File: config.mk
export PLATFORM = sky130hd
export DESIGN_NAME = priority_round_robin_scheduler_unit
export DESIGN_NICKNAME = d
export VERILOG_FILES = /design/src/rtl/core/prrs_pkg.sv /design/src/rtl/core/priority_round_robin_scheduler_unit.sv /design/src/rtl/core/prrs_ram.sv /design/src/rtl/core/prrs_core.sv
export SDC_FILE = /design/constraint.sdc
export NUM_CORES = 1
export LEC_CHECK = 0
export BUFFER_PORTS_ARGS = -buffer_cell sky130_fd_sc_hd__clkbuf_2
export CAP_MARGIN = 20
export CORE_MARGIN = 4
export CORE_UTILIZATION = 64
export CTS_BUF_LIST = sky130_fd_sc_hd__clkbuf_4 sky130_fd_sc_hd__clkbuf_8
export CTS_CLUSTER_DIAMETER = 150
export DETAILED_ROUTE_END_ITERATION = 10
export PLACE_DENSITY = 0.83
export SYNTH_ARGS = -nofsm -noshare
export SYNTH_HDL_FRONTEND = slang
export SYNTH_HIERARCHICAL = 1
export SYNTH_SLANG_ARGS = --single-unit
File: constraint.sdc
create_clock -name clk -period 4.7 [get_ports clk]
set_input_delay 0.705 -clock clk [delete_from_list [all_inputs] [get_ports clk]]
set_output_delay 0.705 -clock clk [all_outputs]
set_load 0.005 [all_outputs]
File: src/rtl/core/prrs_pkg.sv
`timescale 1ns / 1ps
// ----------------------------------------------------------------------------
// prrs_pkg
// Types and codes shared by the priority round-robin scheduler unit.
// ----------------------------------------------------------------------------
package prrs_pkg;

  localparam int IdW     = 4;
  localparam int PrioW   = 8;
  localparam int SliceW  = 16;
  localparam int StatusW = 3;
  localparam int QCountW = 5;

  typedef enum logic [1:0] {
    ACT_INSERT   = 2'd0,
    ACT_REMOVE   = 2'd1,
    ACT_SCHEDULE = 2'd2,
    ACT_NOP      = 2'd3
  } action_t;

  typedef enum logic [StatusW-1:0] {
    ST_OK        = 3'd0,
    ST_FULL      = 3'd1,
    ST_NOT_FOUND = 3'd2,
    ST_EMPTY     = 3'd3,
    ST_DUP       = 3'd4
  } status_t;

  typedef struct packed {
    logic [1:0]       action;
    logic [IdW-1:0]   proc_id;
    logic [PrioW-1:0] priority_req;
  } cmd_t;

  typedef struct packed {
    logic [IdW-1:0]     running_id;
    logic               running_valid;
    logic [SliceW-1:0]  slice_load;
    logic [StatusW-1:0] status;
    logic [QCountW-1:0] queue_count;
  } rsp_t;

  typedef struct packed {
    logic [IdW-1:0]   id;
    logic [PrioW-1:0] prio;
  } entry_t;

  typedef enum logic [3:0] {
    S_IDLE,
    S_SCAN,
    S_EVAL,
    S_DECIDE,
    S_SH_RD,
    S_SH_WR,
    S_PUT,
    S_RM_RD,
    S_RM_WR,
    S_RM_FIN,
    S_SC_MARK,
    S_SC_SUCC,
    S_SC_FIN,
    S_DONE
  } state_t;

endpackage

File: src/rtl/core/priority_round_robin_scheduler_unit.sv
`timescale 1ns / 1ps
// Throughput: one word at a time, set by the single-port queue RAM that every
//   scan and shift step goes through.
// Reset: queue empty, nothing running, time slice 1000; RAM contents are not
//   cleared.
// ----------------------------------------------------------------------------
// priority_round_robin_scheduler_unit
// Priority-sorted ready queue with round-robin service within each level.
// ----------------------------------------------------------------------------
module priority_round_robin_scheduler_unit #(
  parameter int MAX_PROCS   = 16,
  parameter int PRIO_LEVELS = 256
) (
  input  logic                        clk,
  input  logic                        rst,
  input  logic                        cmd_valid,
  output logic                        cmd_stall,
  input  prrs_pkg::cmd_t              cmd,
  output logic                        rsp_valid,
  input  logic                        rsp_stall,
  output prrs_pkg::rsp_t              rsp,
  input  logic                        cfg_we,
  input  logic [prrs_pkg::SliceW-1:0] cfg_wdata
);

  import prrs_pkg::*;

  localparam logic [SliceW-1:0] SliceReset = SliceW'(1000);

  logic [SliceW-1:0] time_slice;
  logic              core_idle;
  logic              res_valid;
  logic              res_take;
  rsp_t              res;

  prrs_core #(
    .MAX_PROCS   (MAX_PROCS),
    .PRIO_LEVELS (PRIO_LEVELS)
  ) u_core (
    .clk        (clk),
    .rst        (rst),
    .start      (cmd_valid && !cmd_stall),
    .cmd        (cmd),
    .time_slice (time_slice),
    .res_take   (res_take),
    .idle       (core_idle),
    .res_valid  (res_valid),
    .res        (res)
  );

  assign cmd_stall = !core_idle;
  assign res_take  = res_valid && (!rsp_valid || !rsp_stall);

  always_ff @(posedge clk) begin
    if (rst) begin
      time_slice <= SliceReset;
    end else if (cfg_we) begin
      time_slice <= cfg_wdata;
    end
  end

  always_ff @(posedge clk) begin
    if (rst) begin
      rsp_valid <= 1'b0;
    end else if (res_take) begin
      rsp_valid <= 1'b1;
    end else if (!rsp_stall) begin
      rsp_valid <= 1'b0;
    end
  end

  always_ff @(posedge clk) begin
    if (res_take) begin
      rsp <= res;
    end
  end

endmodule

File: src/rtl/core/prrs_ram.sv
`timescale 1ns / 1ps
// ----------------------------------------------------------------------------
// prrs_ram
// Single-port RAM, one write or one read per cycle, registered read data.
// ----------------------------------------------------------------------------
module prrs_ram #(
  parameter int WIDTH = 12,
  parameter int DEPTH = 16
) (
  input  logic                     clk,
  input  logic                     we,
  input  logic [$clog2(DEPTH)-1:0] addr,
  input  logic [WIDTH-1:0]         wdata,
  output logic [WIDTH-1:0]         rdata
);

  logic [WIDTH-1:0] mem [DEPTH];

  always_ff @(posedge clk) begin
    if (we) begin
      mem[addr] <= wdata;
    end
    rdata <= mem[addr];
  end

endmodule

File: src/rtl/core/prrs_core.sv
`timescale 1ns / 1ps
// ----------------------------------------------------------------------------
// prrs_core
// Ready queue sequencer: scans, shifts and schedules one queue entry per
// step through a single RAM port and one compare unit.
// ----------------------------------------------------------------------------
module prrs_core #(
  parameter int MAX_PROCS   = 16,
  parameter int PRIO_LEVELS = 256
) (
  input  logic                          clk,
  input  logic                          rst,
  input  logic                          start,
  input  prrs_pkg::cmd_t                cmd,
  input  logic [prrs_pkg::SliceW-1:0]   time_slice,
  input  logic                          res_take,
  output logic                          idle,
  output logic                          res_valid,
  output prrs_pkg::rsp_t                res
);

  import prrs_pkg::*;

  localparam int IdxW    = $clog2(MAX_PROCS);
  localparam int CntW    = $clog2(MAX_PROCS + 1);
  localparam int PrioTop = (PRIO_LEVELS - 1 > (1 << PrioW) - 1) ?
                           (1 << PrioW) - 1 : PRIO_LEVELS - 1;
  localparam logic [PrioW-1:0] PrioSat = PrioW'(PrioTop);
  localparam logic [CntW-1:0]  CntMax  = CntW'(MAX_PROCS);
  localparam logic [CntW-1:0]  CntOne  = CntW'(1);
  localparam logic [CntW-1:0]  CntTwo  = CntW'(2);

  state_t state, state_next;

  logic [CntW-1:0]  count, count_next;
  logic [IdxW-1:0]  mark, mark_next;
  logic [IdW-1:0]   running_id, running_id_next;
  logic             running_flag, running_flag_next;
  action_t          op_action, op_action_next;
  logic [IdW-1:0]   op_id, op_id_next;
  logic [PrioW-1:0] op_prio, op_prio_next;
  logic [CntW-1:0]  idx, idx_next;
  logic [CntW-1:0]  pos, pos_next;
  logic [IdxW-1:0]  hit, hit_next;
  logic             found, found_next;
  logic [PrioW-1:0] m_prio, m_prio_next;
  status_t          status, status_next;
  logic             sched_ok, sched_ok_next;

  logic             ram_we;
  logic [IdxW-1:0]  ram_addr;
  entry_t           ram_wdata;
  entry_t           ram_rdata;
  logic [$bits(entry_t)-1:0] ram_rbits;

  logic [CntW-1:0]  mark_ext;
  logic [CntW-1:0]  hit_ext;
  logic [CntW-1:0]  count_dec;
  logic [IdxW-1:0]  succ;
  logic [PrioW-1:0] cmd_prio;

  prrs_ram #(
    .WIDTH ($bits(entry_t)),
    .DEPTH (MAX_PROCS)
  ) u_ram (
    .clk   (clk),
    .we    (ram_we),
    .addr  (ram_addr),
    .wdata (ram_wdata),
    .rdata (ram_rbits)
  );

  assign ram_rdata = entry_t'(ram_rbits);
  assign mark_ext  = CntW'(mark);
  assign hit_ext   = CntW'(hit);
  assign count_dec = count - CntOne;
  assign succ      = (mark_ext + CntOne < count) ? mark + IdxW'(1) : '0;
  assign cmd_prio  = (cmd.priority_req > PrioSat) ? PrioSat : cmd.priority_req;

  always_ff @(posedge clk) begin
    if (rst) begin
      state        <= S_IDLE;
      count        <= '0;
      mark         <= '0;
      running_id   <= '0;
      running_flag <= 1'b0;
    end else begin
      state        <= state_next;
      count        <= count_next;
      mark         <= mark_next;
      running_id   <= running_id_next;
      running_flag <= running_flag_next;
    end
  end

  always_ff @(posedge clk) begin
    op_action <= op_action_next;
    op_id     <= op_id_next;
    op_prio   <= op_prio_next;
    idx       <= idx_next;
    pos       <= pos_next;
    hit       <= hit_next;
    found     <= found_next;
    m_prio    <= m_prio_next;
    status    <= status_next;
    sched_ok  <= sched_ok_next;
  end

  always_comb begin
    state_next        = state;
    count_next        = count;
    mark_next         = mark;
    running_id_next   = running_id;
    running_flag_next = running_flag;
    op_action_next    = op_action;
    op_id_next        = op_id;
    op_prio_next      = op_prio;
    idx_next          = idx;
    pos_next          = pos;
    hit_next          = hit;
    found_next        = found;
    m_prio_next       = m_prio;
    status_next       = status;
    sched_ok_next     = sched_ok;
    ram_we            = 1'b0;
    ram_addr          = idx[IdxW-1:0];
    ram_wdata         = ram_rdata;
    res_valid         = 1'b0;

    case (state)
      S_IDLE: begin
        if (start) begin
          op_action_next = action_t'(cmd.action);
          op_id_next     = cmd.proc_id;
          op_prio_next   = cmd_prio;
          status_next    = ST_OK;
          sched_ok_next  = 1'b0;
          idx_next       = '0;
          pos_next       = count;
          found_next     = 1'b0;
          case (action_t'(cmd.action))
            ACT_INSERT, ACT_REMOVE: begin
              state_next = (count == '0) ? S_DECIDE : S_SCAN;
            end
            ACT_SCHEDULE: begin
              if (count == '0) begin
                status_next = ST_EMPTY;
                state_next  = S_DONE;
              end else begin
                state_next = S_SC_MARK;
              end
            end
            default: begin
              state_next = S_DONE;
            end
          endcase
        end
      end

      S_SCAN: begin
        state_next = S_EVAL;
      end

      S_EVAL: begin
        if (ram_rdata.id == op_id) begin
          found_next = 1'b1;
          hit_next   = idx[IdxW-1:0];
        end
        if (pos == count && ram_rdata.prio < op_prio) begin
          pos_next = idx;
        end
        idx_next   = idx + CntOne;
        state_next = (idx + CntOne == count) ? S_DECIDE : S_SCAN;
      end

      S_DECIDE: begin
        if (op_action == ACT_INSERT) begin
          if (found) begin
            status_next = ST_DUP;
            state_next  = S_DONE;
          end else if (count == CntMax) begin
            status_next = ST_FULL;
            state_next  = S_DONE;
          end else begin
            idx_next   = count;
            state_next = (count == pos) ? S_PUT : S_SH_RD;
          end
        end else begin
          if (!found) begin
            status_next = ST_NOT_FOUND;
            state_next  = S_DONE;
          end else begin
            idx_next   = hit_ext;
            state_next = (hit_ext + CntOne < count) ? S_RM_RD : S_RM_FIN;
          end
        end
      end

      S_SH_RD: begin
        ram_addr   = IdxW'(idx - CntOne);
        state_next = S_SH_WR;
      end

      S_SH_WR: begin
        ram_we     = 1'b1;
        ram_addr   = idx[IdxW-1:0];
        ram_wdata  = ram_rdata;
        idx_next   = idx - CntOne;
        state_next = (idx - CntOne == pos) ? S_PUT : S_SH_RD;
      end

      S_PUT: begin
        ram_we         = 1'b1;
        ram_addr       = pos[IdxW-1:0];
        ram_wdata.id   = op_id;
        ram_wdata.prio = op_prio;
        count_next     = count + CntOne;
        if (count == '0) begin
          mark_next = '0;
        end else if (pos <= mark_ext) begin
          mark_next = mark + IdxW'(1);
        end
        state_next = S_DONE;
      end

      S_RM_RD: begin
        ram_addr   = IdxW'(idx + CntOne);
        state_next = S_RM_WR;
      end

      S_RM_WR: begin
        ram_we     = 1'b1;
        ram_addr   = idx[IdxW-1:0];
        ram_wdata  = ram_rdata;
        idx_next   = idx + CntOne;
        state_next = (idx + CntTwo < count) ? S_RM_RD : S_RM_FIN;
      end

      S_RM_FIN: begin
        count_next = count_dec;
        if (hit < mark) begin
          mark_next = mark - IdxW'(1);
        end else if (hit == mark) begin
          mark_next = (hit_ext < count_dec) ? hit : '0;
        end
        state_next = S_DONE;
      end

      S_SC_MARK: begin
        ram_addr   = mark;
        state_next = S_SC_SUCC;
      end

      S_SC_SUCC: begin
        running_id_next   = ram_rdata.id;
        running_flag_next = 1'b1;
        m_prio_next       = ram_rdata.prio;
        ram_addr          = succ;
        state_next        = S_SC_FIN;
      end

      S_SC_FIN: begin
        mark_next     = (ram_rdata.prio < m_prio) ? '0 : succ;
        sched_ok_next = 1'b1;
        state_next    = S_DONE;
      end

      S_DONE: begin
        res_valid = 1'b1;
        if (res_take) begin
          state_next = S_IDLE;
        end
      end

      default: begin
        state_next = S_IDLE;
      end
    endcase
  end

  assign idle              = (state == S_IDLE);
  assign res.running_id    = running_id;
  assign res.running_valid = running_flag;
  assign res.slice_load    = sched_ok ? time_slice : '0;
  assign res.status        = status;
  assign res.queue_count   = QCountW'(count);

endmodule

After elaboration in Yosys (flattened, before gate mapping)

Memories as Yosys holds them, arrays and structs flattened. A register that Yosys moved wholly into a read port is not among the register bits.
Index checks and enable logic that the tools add are counted.

$add $sub $neg: 9
$mul: 0
Div/mod/pow operators: 0
Order comparisons: 9
Eq/ne operators: 34
Shifts and indexed selects: 0
Muxes and demuxes: 53
Bitwise gates (word level): 0
Reductions and logical operators: 30

Operators by type and width:

| operator                                               | number |
|---|---|
| 2-to-1 mux 4 bit                                       | 15 |
| one-hot mux 4 bit (12 select lines)                    | 1 |
| 2-to-1 mux 5 bit                                       | 7 |
| equality test 4 bit (second input constant)            | 6 |
| 2-to-1 mux 3 bit                                       | 7 |
| equality test 5 bit                                    | 4 |
| one-hot mux 4 bit (5 select lines)                     | 1 |
| one-hot mux 5 bit (2 select lines)                     | 2 |
| one-hot mux 5 bit (4 select lines)                     | 1 |
| equality test 4 x 3 -> 1 bit (second input constant)   | 4 |
| < comparator 8 bit                                     | 2 |
| < comparator 5 bit                                     | 3 |
| 2-to-1 mux 12 bit                                      | 1 |
| one-hot mux 4 bit (3 select lines)                     | 1 |
| adder 4 x 1 -> 5 bit (second input constant)           | 2 |
| adder 5 x 1 -> 5 bit (second input constant)           | 2 |
| 2-to-1 mux 2 bit                                       | 5 |
| subtractor 5 x 1 -> 5 bit (second input constant)      | 2 |
| inequality test 3 x 1 -> 1 bit (second input constant) | 3 |
| AND reduction 3 bit                                    | 3 |
| equality test 4 x 2 -> 1 bit (second input constant)   | 2 |
| equality test 4 bit                                    | 2 |
| > comparator 8 bit (second input constant)             | 1 |
| 2-to-1 mux 1 bit                                       | 8 |
| 32 further kinds                                       | 50 |

Flip-flop bits (word level): 105
Latch bits: 0
Memory bits (writable): 192
ROM bits: 0
Input port bits: 35
Output and inout bits: 31
Word-level logic and storage cells: 158
Memories: 1

Memories:

| name             | depth | width | rd ports | clocked after memory_dff | write ports | line           | source |
|---|---|---|---|---|---|---|---|
| u_core.u_ram.mem | 16    | 12    | 1        | 1                        | 1           | prrs_ram.sv:17 | `logic [WIDTH-1:0] mem [DEPTH];` |

Depth between registers and ports, before layout

Gate-level depths: netlist of run 1.

Word-level depth: 6
Gate-level depth with buffers: 14
Depth with buffers taken out: 12

Hierarchy

The synthesis of run 1 kept the hierarchy.

Modules (own cells, without submodules):

| module                              | times used | cells an instance | area each (sq um) | sequential area each (sq um) |
|---|---|---|---|---|
| prrs_ram                            | 1          | 331               | 7582.3            | 6005.8 |
| prrs_core                           | 1          | 542               | 4763.3            | 1591.5 |
| priority_round_robin_scheduler_unit | 1          | 87                | 1515.2            | 1211.2 |

Worst setup path before layout of run 1

Ideal clock, no wire load.

Path type: register to register
Start point: register u_core.state[1]
End point: register u_core.state[2]
Library setup time: 0.120 ns
Arrival: 3.871 ns
Data required time: 4.580 ns
Setup slack: 0.709 ns
Stages on the path, launching flop included: 9
Path buffers: 1
Clock period less this slack: 3.991 ns
Cells stage by stage: dfxtp_1 -> buf_2 -> nand2b_1 -> nor2_1 -> a21boi_0 -> nand3_1 -> nand3_1 -> o311ai_0 -> o31a_1

Cells in the longest elaborated chain, start to end: 5
Elaborated cells on any way between the ends: 22
Those cells by class: eq/ne: 15; mux: 2; reduce/logical: 5

Ends and longest elaborated chain:

| what                                   | line                                      | source |
|---|---|---|
| start, declared                        | prrs_core.sv:33                           | `state_t state, state_next;` |
| start signal, assigned                 | prrs_core.sv:88                           | `state <= state_next;` |
| equality test 4 bit                    | prrs_core.sv:130                          | `case (state)` |
| 2-to-1 mux 1 bit                       | prrs_core.sv:130                          |  |
| net res_valid                          | priority_round_robin_scheduler_unit.sv:32 | `logic res_valid;` |
| logical AND 1 bit                      | priority_round_robin_scheduler_unit.sv:52 | `assign res_take = res_valid && (!rsp_valid \|\| !rsp_stall);` |
| net res_take                           | priority_round_robin_scheduler_unit.sv:33 | `logic res_take;` |
| inequality test 2 bit (no source line) | --                                        |  |
| AND reduction 2 bit (no source line)   | --                                        |  |

The timed path passes the listed nets, and every way through them passes these cells.
A chain may end at the register's enable or synchronous reset.

Worst setup path in the final report of run 1

Start point: register u_core.mark[0]
End point: memory u_core.u_ram.mem[3][6] (enable)

Cells in the longest elaborated chain, start to end: 4
Elaborated cells on any way between the ends: 5
Those cells by class: add/sub: 2; order compare: 1; mux: 2

Ends and longest elaborated chain:

| what                                   | line             | source |
|---|---|---|
| start, declared                        | prrs_core.sv:36  | `logic [IdxW-1:0] mark, mark_next;` |
| start signal, assigned                 | prrs_core.sv:90  | `mark <= mark_next;` |
| adder 4 x 1 -> 5 bit                   | prrs_core.sv:77  | `assign succ = (mark_ext + CntOne < count) ? mark + IdxW'(1) : '0;` |
| < comparator 5 bit                     | prrs_core.sv:77  |  |
| 2-to-1 mux 4 bit (*)                   | prrs_core.sv:77  |  |
| one-hot mux 4 bit (5 select lines) (*) | prrs_core.sv:130 |  |
| net u_core.ram_addr[1]                 | prrs_core.sv:51  | `logic [IdxW-1:0] ram_addr;` |
| end, declared                          | prrs_ram.sv:17   |  |

The timed path passes the listed nets; every way through them passes the cells marked *.

==> flow_metrics.tcl, run 1 <==
set metrics [dict create \
    period_share_pct 90.3 \
    arrival_ns 4.52 \
    synth_fp_nets 1043 \
    track_usage_pct 25.8 \
    synth_xor_xnor_area_share_pct 2.59 \
    synthMuxAreaShare_pct 9.56 \
    drv_cap 0 \
    internal-power_uw 6040 \
    drt-total-wl_um 31100 \
    drc 0 \
    swShare_pct 34.6 \
    grt_first_pass_wirelength_um 48200 \
    cts_sinks 309 \
    holdCritStartpoint "cmd[11]" \
    p_leak_uw 0.00574 \
    crit_path_end_kind "flop" \
    synth_most_common_cell "edfxtp_1" \
    cts_tree "yes" \
    floorplan.initialDensity_pct 65.5 \
    tightest_slew_ns 1.21 \
    synth.area.top_cells "edfxtp_1 (57%), dfxtp_1 (6.8%), mux4_2 (6.5%)" \
    wl_per_cell_um 22.5 \
    cts_setup_buffers 0 \
    synth_ff_type "edfxtp_1" \
    core_um2 21200 \
    row_count 53 \
    drive_above_1_share_pct 22.7 \
    setup_tns_ns 0 \
    vias 8783 \
    clock_skew_ns 0.0228 \
    synth_top_area_share_pct 56.8 \
    seq_area_frac_synth_pct 63.5 \
    portBuffers 65 \
    postRouteAntennaNets 0 \
    rsz0062_at_grt "no" \
    pwr-share-seq_pct 42.2 \
    power_uw 9220 \
    synth-edff-count 262 \
    cts_made_buffers 47 \
    grt_pass1_vias 8724 \
    slew_headroom_pct 18.5 \
    yosysTopAreaCell "edfxtp_1" \
    cellPowerDensity_nw_per_um2 592 \
    power_frac_clock_pct 23.2 \
    synth_compound_area_share_pct 8.20 \
    syn2layout_area_growth_pct 12.5 \
    cts_repair_resize_count 0 \
    grt_max_degree 56 \
    synth_top_family_by_area "multiplexers" \
    synthSimpleGateAreaFrac_pct 8.75 \
    root_buffer "clkbuf_8" \
    first_pass_iters 6 \
    cts_hold_buffers 0 \
    fmaxAchievable_mhz 236 \
    cts-htree-levels 2 \
    synth_cells 960 \
    fin_crit_ns 4.24 \
    yosysWarningCount 6 \
    synth_async_sr_flop_share_pct 0 \
    io_pins 66 \
    synth_common_cells "edfxtp_1 (262), nand2_1 (72), nor2_1 (66), ha_1 (48), dfxtp_1 (47)" \
    antenna_found_initial 0 \
    die_y_um 155 \
    start_kind "flop" \
    synth_seq_cells 309 \
    critical_path_class "reg2reg" \
    power_frac_comb_pct 34.6 \
    hold_viol 0 \
    fp.dieArea_um2 24100 \
    switching_power_uw 3190 \
    gp_congestion 0.971 \
    hp-class "in2reg" \
    critPathRequiredTime_ns 4.97 \
    clk_pin_slew_ns 0.06 \
    r2r_start "u_core/mark[0]$_SDFFE_PP0P_" \
    clkLatencyLatePin_ns 0.58 \
    avgViaCountPerCell 6.34 \
    overflow 0 \
    crit_fanout 19 \
    peakVddDrop_v 0.000382 \
    dp_hpwl_um 20600 \
    drt_iter0_markers 987 \
    clockBufferDepth 3 \
    setup_viol 0 \
    crit_path_start "u_core/mark[0]$_SDFFE_PP0P_" \
    syn-cell-area_um2 13900 \
    synth_cell_types 74 \
    dieWidth_um 155 \
    fin_nets 1156 \
    syn_area_per_cell_um2 14.4 \
    status "finished, final reports clean" \
    antenna_cells 0 \
    drv_slew 0 \
    synth_fa_ha_area_share_pct 4.33 \
]
-- path summary, 6_finish.rpt --
check	to	slack (ns)	cells after the start
worst min-delay path	u_core/op_id[3]$_DFFE_PP_	0.30	1
worst min register to register	rsp[24]$_DFFE_PP_	0.42	0
worst max-delay path	u_core/u_ram/mem[3][6]$_DFFE_PP_	0.46	13
worst max register to register	u_core/u_ram/mem[3][6]$_DFFE_PP_	0.46	13
-- layout make-up --
type,count,area [um^2]
Multi-Input combinational cell,566,4670
Fill cell,1309,5560
Sequential cell,309,8810
Timing Repair Buffer,113,709
Inverter,36,135
Clock buffer,69,825
Tap cell,275,344
Clock inverter,18,96.3
-- layout by cell type (no fill, tap or decap), types with 12 or more instances in the layout --
master	n
and2_1	21
inv_1	34
nor2_1	66
xor2_1	20
nand2_1	72
mux2i_1	18
a22oi_1	27
edfxtp_1	262
o21ai_0	37
ha_1	48
buf_4	46
xnor2_1	21
nand3_1	14
clkbuf_4	20
clkinv_1	14
mux4_2	40
nor3_1	19
clkbuf_8	49
a21oi_1	25
dfxtp_1	47
clkbuf_2	65
nor2b_1	12
-- worst max-delay path, stage by stage (launching register included) --
cell and delay [ns]:
dfxtp_1 0.53, ha_1 0.29, xor2_1 0.22, ha_1 0.28
a21o_1 0.16, a31oi_1 0.15, o21ai_0 0.14, nor3_1 0.34
a221oi_1 0.23, a21oi_4 0.56, buf_4 0.39, nand2_1 0.18
nor2_1 0.21, buf_4 0.24
-- flip-flops by register name (all words and copies together), names as in the netlist --
register,flops
u_core/u_ram/mem,192
rsp,29
time_slice,16
u_core/u_ram/rdata,12
u_core/m_prio,8
u_core/op_prio,8
u_core/count,5
u_core/idx,5
u_core/pos,5
u_core/hit,4
u_core/mark,4
u_core/op_id,4
u_core/running_id,4
u_core/state,4
u_core/status,3
u_core/op_action,2
rsp_valid,1
u_core/found,1
u_core/running_flag,1
u_core/sched_ok,1
-- stage by stage --
step | cells | hold WS (ns) | setup slack (ns) | utilization, % | instance area [um^2]
floorplan | 960 | 0.400 | 0.709 | - | 13900
global placement | 1297 | 0.401 | 0.466 | 69.2 | 14600
detailed placement | 1297 | 0.410 | 0.377 | 69.2 | 14600
CTS | 1384 | 0.266 | 0.339 | 73.5 | 15600
global route | 1386 | 0.273 | 0.120 | 73.7 | 15600
finish | 1386 | 0.300 | 0.457 | 73.7 | 15600
-- logic make-up (layout without fill, tap and decap cells) --
kind of cell | after synthesis | in the layout
AOI/OAI and AO/OA | 162 | 162
and+or+nand+nor | 246 | 246
DFF | 309 | 309
adders and majority gates | 48 | 48
muxes | 69 | 69
xor gates and xnor gates | 41 | 41
buffers and inverters | 85 | 236
-- layer usage --
layer	share of wire, %	track usage, %	vias up
met2	48	41.5	540
met3	9.7	4.53	106
li1	-	-	3904
met4	3.8	10.1	0
met1	39	35.7	4233
met5	0	0	-
-- power by group through the flow --
stage | clock [uW] | sequential [uW] | combinational (uW)
after floorplan | 0 | 3760 | 2330
after global placement | 0 | 3920 | 2970
after detailed placement | 0 | 3930 | 3080
after CTS | 2180 | 3880 | 3120
after global routing | 2310 | 3910 | 3470
final | 2140 | 3890 | 3190
No activity file was read; power rests on OpenSTA's default activity.
==> run 2: changes to the inputs <==
- CELL_PAD_IN_SITES_DETAIL_PLACEMENT: unset -> 1
- CELL_PAD_IN_SITES_GLOBAL_PLACEMENT: unset -> 1
- CORE_UTILIZATION: 64 -> 54
- PLACE_DENSITY: 0.83 -> unset
- PLACE_DENSITY_LB_ADDON: unset -> 0.1
==> run 2 against run 1 <==
  * Cell count up 5.1%
  * Sequential power hardly changed
  * Sequential cell count unchanged
  * Die area increased by 18%
  * Combinational power grew 3%
  * Final area rose by 2.8%
  * Count of clock-buffer cells in the layout up 5
  * Register-to-register slack got worse by 0.06 ns
  * Clock skew increased by 0.011 ns
  * Utilization is 10 points lower
  * Sequential share of layout area shrank 1.5 points
  * Clock power increased by 27%
  * Largest cell class unchanged
  * Largest power group unchanged
==> flow_metrics.tcl, run 2 (same netlist as run 1, synthesis figures left out) <==
set metrics [dict create \
    grt_max_degree 41 \
    status "finished, final reports clean" \
    crit_path_start "u_core/mark[0]$_SDFFE_PP0P_" \
    clock_skew_ns 0.0336 \
    reg_top3 "u_core/u_ram/mem x192, rsp x29, time_slice x16" \
    p_leak_uw 0.00592 \
    arrival_ns 4.59 \
    crit_path_end_kind "flop" \
    setup_tns_ns 0 \
    fmaxAchievable_mhz 232 \
    drc 0 \
    rsz0062_at_grt "no" \
    tightest_slew_ns 1.09 \
    vias 8733 \
    peakVddDrop_v 0.000435 \
    cts_setup_buffers 0 \
    syn2layout_area_growth_pct 15.6 \
    worst_path_max_delay_cell "dfxtp_1" \
    core_um2 25200 \
    critPathRequiredTime_ns 4.99 \
    grt_first_pass_wirelength_um 54900 \
    overflow 0 \
    path_common_cell "ha_1" \
    cts_made_buffers 50 \
    cts_sinks 309 \
    crit_chain "inv_1 > ha_1 > ha_1 > a21o_1 > a31oi_1 > o21ai_0 > nor3_1 > a221oi_1 > a21oi_1 > nand3b_1 > nor2_1 > buf_4" \
    drv_slew 0 \
    postRouteAntennaNets 0 \
    crit_path_max_incr_delay_ns 0.56 \
    drt_iter0_markers 786 \
    crit_fanout 10 \
    dieWidth_um 168 \
    period_share_pct 91.5 \
    largest_register_ffs 192 \
    die_y_um 168 \
    antenna_found_initial 0 \
    antenna_cells 0 \
    clkLatencyLatePin_ns 0.59 \
    dp_hpwl_um 24000 \
    setup_viol 0 \
    layout_commonest_cell "edfxtp_1" \
    regMostFlops "u_core/u_ram/mem" \
    fp.dieArea_um2 28300 \
    hold_viol 0 \
    fin_crit_ns 4.30 \
    drt-total-wl_um 35200 \
    io_pins 66 \
    start_kind "flop" \
    grt_pass1_vias 9318 \
    slew_headroom_pct 26.8 \
    cts-htree-levels 2 \
    root_buffer "clkbuf_8" \
    avgViaCountPerCell 6.00 \
    hp-class "in2reg" \
    cts_hold_buffers 0 \
    cts_repair_resize_count 0 \
    drv_cap 0 \
    wl_per_cell_um 24.2 \
    critical_path_class "reg2reg" \
    power_uw 9890 \
    final_cell_mix "edfxtp_1 (262), nand2_1 (72), nor2_1 (66), clkbuf_8 (66), clkbuf_2 (65)" \
    clockBufferDepth 3 \
    fin_nets 1167 \
    path_buf_inv 2 \
    holdCritStartpoint "cmd[6]" \
    first_pass_iters 5 \
    clk_pin_slew_ns 0.06 \
    r2r_start "u_core/mark[0]$_SDFFE_PP0P_" \
    track_usage_pct 25.0 \
    gp_congestion 0.887 \
    cts_tree "yes" \
    cellPowerDensity_nw_per_um2 617 \
    floorplan.initialDensity_pct 55.0 \
    drive_above_1_share_pct 24.6 \
    portBuffers 65 \
    critical_path.top_delay_family "simple AND/OR/NAND/NOR gates" \
    row_count 58 \
]
-- run 2: cell types whose count changed in the layout (fill, tap and decap cells not counted), sizes merged --
cell	previous run	this run
clkinv	17	14
buf	48	56
bufinv	0	5
clkbuf	134	139
inv	37	36
clkinvlp	0	1
-- run 2: area by class of cell --
type / instances / area (um^2)
fill: 2394 / 9150
sequential: 309 / 8810
multi-input combinational: 566 / 4700
clock buffer: 74 / 968
timing repair buffer: 121 / 758
tap: 330 / 413
clock inverter: 20 / 249
inverter: 36 / 135
-- run 2: final timing paths --
| check | end | slack (ns) | depth (start not counted) |
|---|---|---|---|
| max | u_core/u_ram/mem[10][5]$_DFFE_PP_ | 0.40 | 12 |
| max reg2reg | u_core/u_ram/mem[10][5]$_DFFE_PP_ | 0.40 | 12 |
| min | u_core/op_prio[6]$_DFFE_PP_ | 0.29 | 1 |
| min reg2reg | rsp[5]$_DFFE_PP_ | 0.42 | 0 |
-- run 2: layer usage --
layer | part of all wire [%] | vias to the layer above | GRT usage [%]
li1 | - | 3934 | -
met1 | 42 | 4484 | 33.0
met2 | 52 | 261 | 44.0
met3 | 4.7 | 54 | 3.83
met4 | 1.9 | 0 | 6.10
met5 | 0 | - | 0
-- run 2: metrics by stage --
stage | util [%] | cell area, um^2 | instances | worst slack, ns | hold WS, ns
after floorplan | - | 13900 | 960 | 0.709 | 0.400
after global placement | 58.8 | 14800 | 1362 | 0.494 | 0.403
after CTS | 63.6 | 16000 | 1456 | 0.329 | 0.257
final | 63.7 | 16000 | 1456 | 0.398 | 0.290
after global routing | 63.7 | 16000 | 1456 | 0.0203 | 0.259
after detailed placement | 58.8 | 14800 | 1362 | 0.333 | 0.406
-- run 2: power by group --
group	leakage [uW]	switching [uW]	internal (uW)	total (uW)
registers	0.00277	307	3580	3890
logic	0.00252	1950	1330	3280
clock network	0.000635	1100	1610	2710
==> run 3: changes to the inputs <==
- CORE_UTILIZATION: 54 -> 52
- SYNTH_HIERARCHICAL: 1 -> unset
==> run 3 against run 2 <==
  * Clock power is 11% lower
  * Sequential share of layout area decreased by 0.45 points
  * Critical endpoint is now u_core.u_ram.mem[12][1]$_DFFE_PP_
  * Worst setup slack better by 0.16 ns
  * Worst hold slack about the same
  * Utilization decreased by 3.5 points
  * Routed wire length is 12% higher
  * Cell count increased by 14%
  * Die area grew 6.0%
  * Global-route usage grew 1.0 points
  * Register-to-register slack improved by 0.16 ns
==> flow_metrics.tcl, run 3 <==
set metrics [dict create \
    status "finished, final reports clean" \
    dieWidth_um 173 \
    design_area_um2 16200 \
    clk_pin_slew_ns 0.06 \
    crit_path_end_kind "flop" \
    rr_worst_depth 11 \
    clkLatencyLatePin_ns 0.60 \
    layout_commonest_cell "edfxtp_1" \
    place_ws_ns 0.503 \
    gp_congestion 0.900 \
    period_share_pct 88.1 \
    p_leak_uw 0.00594 \
    min_path_cells 1 \
    grt_first_pass_wirelength_um 61800 \
    drive_above_1_share_pct 17.7 \
    synth_most_common_cell "edfxtp_1" \
    peakVddDrop_v 0.000335 \
    portBuffers 65 \
    cellPowerDensity_nw_per_um2 723 \
    yosysTopAreaCell "edfxtp_1" \
    fp.dieArea_um2 30000 \
    rsz0062_at_grt "no" \
    hold_viol 0 \
    root_buffer "clkbuf_8" \
    syn2layout_area_growth_pct 13.9 \
    slew_headroom_pct 28.5 \
    drt-total-wl_um 39200 \
    nFillCells 2765 \
    cts_tree "yes" \
    tightest_slew_ns 1.07 \
    seq_area_frac_synth_pct 62.1 \
    dpl_cell_area_um2 15100 \
    synth.area.top_cells "edfxtp_1 (55%), dfxtp_1 (6.6%), ha_1 (4.2%)" \
    antenna_cells 0 \
    fin_crit_ns 4.14 \
    synth_ff_type "edfxtp_1" \
    rrSetupSlack_ns 0.56 \
    critical_path_class "reg2reg" \
    cts-htree-levels 2 \
    row_count 60 \
    cts_made_buffers 52 \
    syn_area_per_cell_um2 12.0 \
    die_y_um 173 \
    clock_skew_ns 0.0379 \
    synth_fp_nets 1266 \
    avgViaCountPerCell 6.10 \
    vias 10106 \
    largest_register_ffs 192 \
    track_usage_pct 26.0 \
    antenna_found_initial 0 \
    grt_max_degree 49 \
    synth_cells 1183 \
    postRouteAntennaNets 0 \
    drc 0 \
    power_uw 11700 \
    setup_tns_ns 0 \
    synth_seq_cells 309 \
    synth_top_area_share_pct 55.4 \
    drt_iter0_markers 672 \
    core_um2 26900 \
    yosysWarningCount 0 \
    arrival_ns 4.33 \
    synth_common_cells "edfxtp_1 (262), nand2_1 (129), o21ai_0 (80), nand3_1 (56)" \
    syn-cell-area_um2 14200 \
    finalWorstSetupSlack_ns 0.561 \
    cts_setup_buffers 0 \
    drv_slew 0 \
    first_pass_iters 5 \
    cts_sinks 309 \
    fin_nets 1355 \
    critPathRequiredTime_ns 4.89 \
    utilization_pct 60.1 \
    final_cell_mix "edfxtp_1 (262), nand2_1 (128), o21ai_0 (79), clkbuf_2 (65), clkbuf_8 (58)" \
    io_pins 66 \
    holdCritStartpoint "cmd[6]" \
    synth-edff-count 262 \
    dp_hpwl_um 26400 \
    reg_top3 "u_core.u_ram.mem x192, rsp x29, time_slice x16" \
    crit_path_start "u_core.mark[0]$_SDFFE_PP0P_" \
    cts_hold_buffers 0 \
    synth_cell_types 64 \
    drv_cap 0 \
    fmaxAchievable_mhz 242 \
    crit_fanout 12 \
    floorplan.initialDensity_pct 52.8 \
    clockBufferDepth 3 \
    r2r_start "u_core.mark[0]$_SDFFE_PP0P_" \
    multi_input_area_um2 4990 \
    grt_pass1_vias 10800 \
    setup_viol 0 \
    regMostFlops "u_core.u_ram.mem" \
    cts_repair_resize_count 0 \
    start_kind "flop" \
    overflow 0 \
    synth_async_sr_flop_share_pct 0 \
    hp-class "in2reg" \
    ff_latch_area_um2 8810 \
    wl_per_cell_um 23.7 \
]
run 3: cell types whose count changed after synthesis, sizes merged, moves of 21 or more:
| cell | change |
|---|---|
| a32oi | +27 |
| a21oi | +21 |
| nand3 | +42 |
| o21ai | +45 |
| mux4 | -48 |
| o211ai | +22 |
| a22oi | -24 |
| nor2 | -24 |
| nand2 | +57 |
run 3: cells by family after synthesis:
logic type	after synthesis	synth area share [%]
AO/OA/AOI/OAI	318	15.5
multiplexers	12	0.846
buffers and inverters	124	3.69
AND/OR/NAND/NOR	334	11.4
adder cells (fa/ha/maj)	48	4.23
XOR/XNOR	38	2.35
flip-flops	309	62.1
run 3: path summary, 6_finish.rpt:
kind,to
max,u_core.u_ram.mem[12][1]$_DFFE_PP_
min,u_core.op_prio[6]$_DFFE_PP_
max reg2reg,u_core.u_ram.mem[12][1]$_DFFE_PP_
min reg2reg,rsp[7]$_DFFE_PP_
run 3: through the flow:
step / hold slack (ns) / cells
2_1_floorplan: 0.400 / 1183
4_1_cts: 0.253 / 1652
3_3_place_gp: 0.413 / 1555
3_5_place_dp: 0.417 / 1555
6_report: 0.291 / 1656
5_1_grt: 0.267 / 1656
run 3: critical path: stages, from the launching register on:
cell	delay (ns)
dfxtp_1	0.63
nand3_1	0.17
xnor2_1	0.32
ha_1	0.31
or2_2	0.29
a211oi_2	0.25
a21o_1	0.21
nand2_1	0.09
a21oi_1	0.26
nor2b_1	0.23
nand2_1	0.18
nor3_2	0.80
run 3: layout make-up:
class	instances	area share, %
sequential	309	54.5
inverter	48	1.11
clock buffer	72	5.59
timing repair buffer	111	4.37
multi-input combinational	750	30.9
tap	341	2.64
clock inverter	25	0.914
run 3: metal layers:
layer / GRT usage [%] / share of wire [%] / vias to the layer above
met3: 3.83 / 4.3 / 77
met1: 33.8 / 43 / 5123
met5: 0 / 0 / -
met4: 8.61 / 2.9 / 0
li1: - / - / 4647
met2: 45.2 / 50 / 259
run 3: power by group:
group	internal (uW)	total (uW)	leakage, uW	switching, uW
Combinational	1740	5260	0.00261	3520
Clock	1300	2400	0.000560	1100
Sequential	3680	4030	0.00278	344
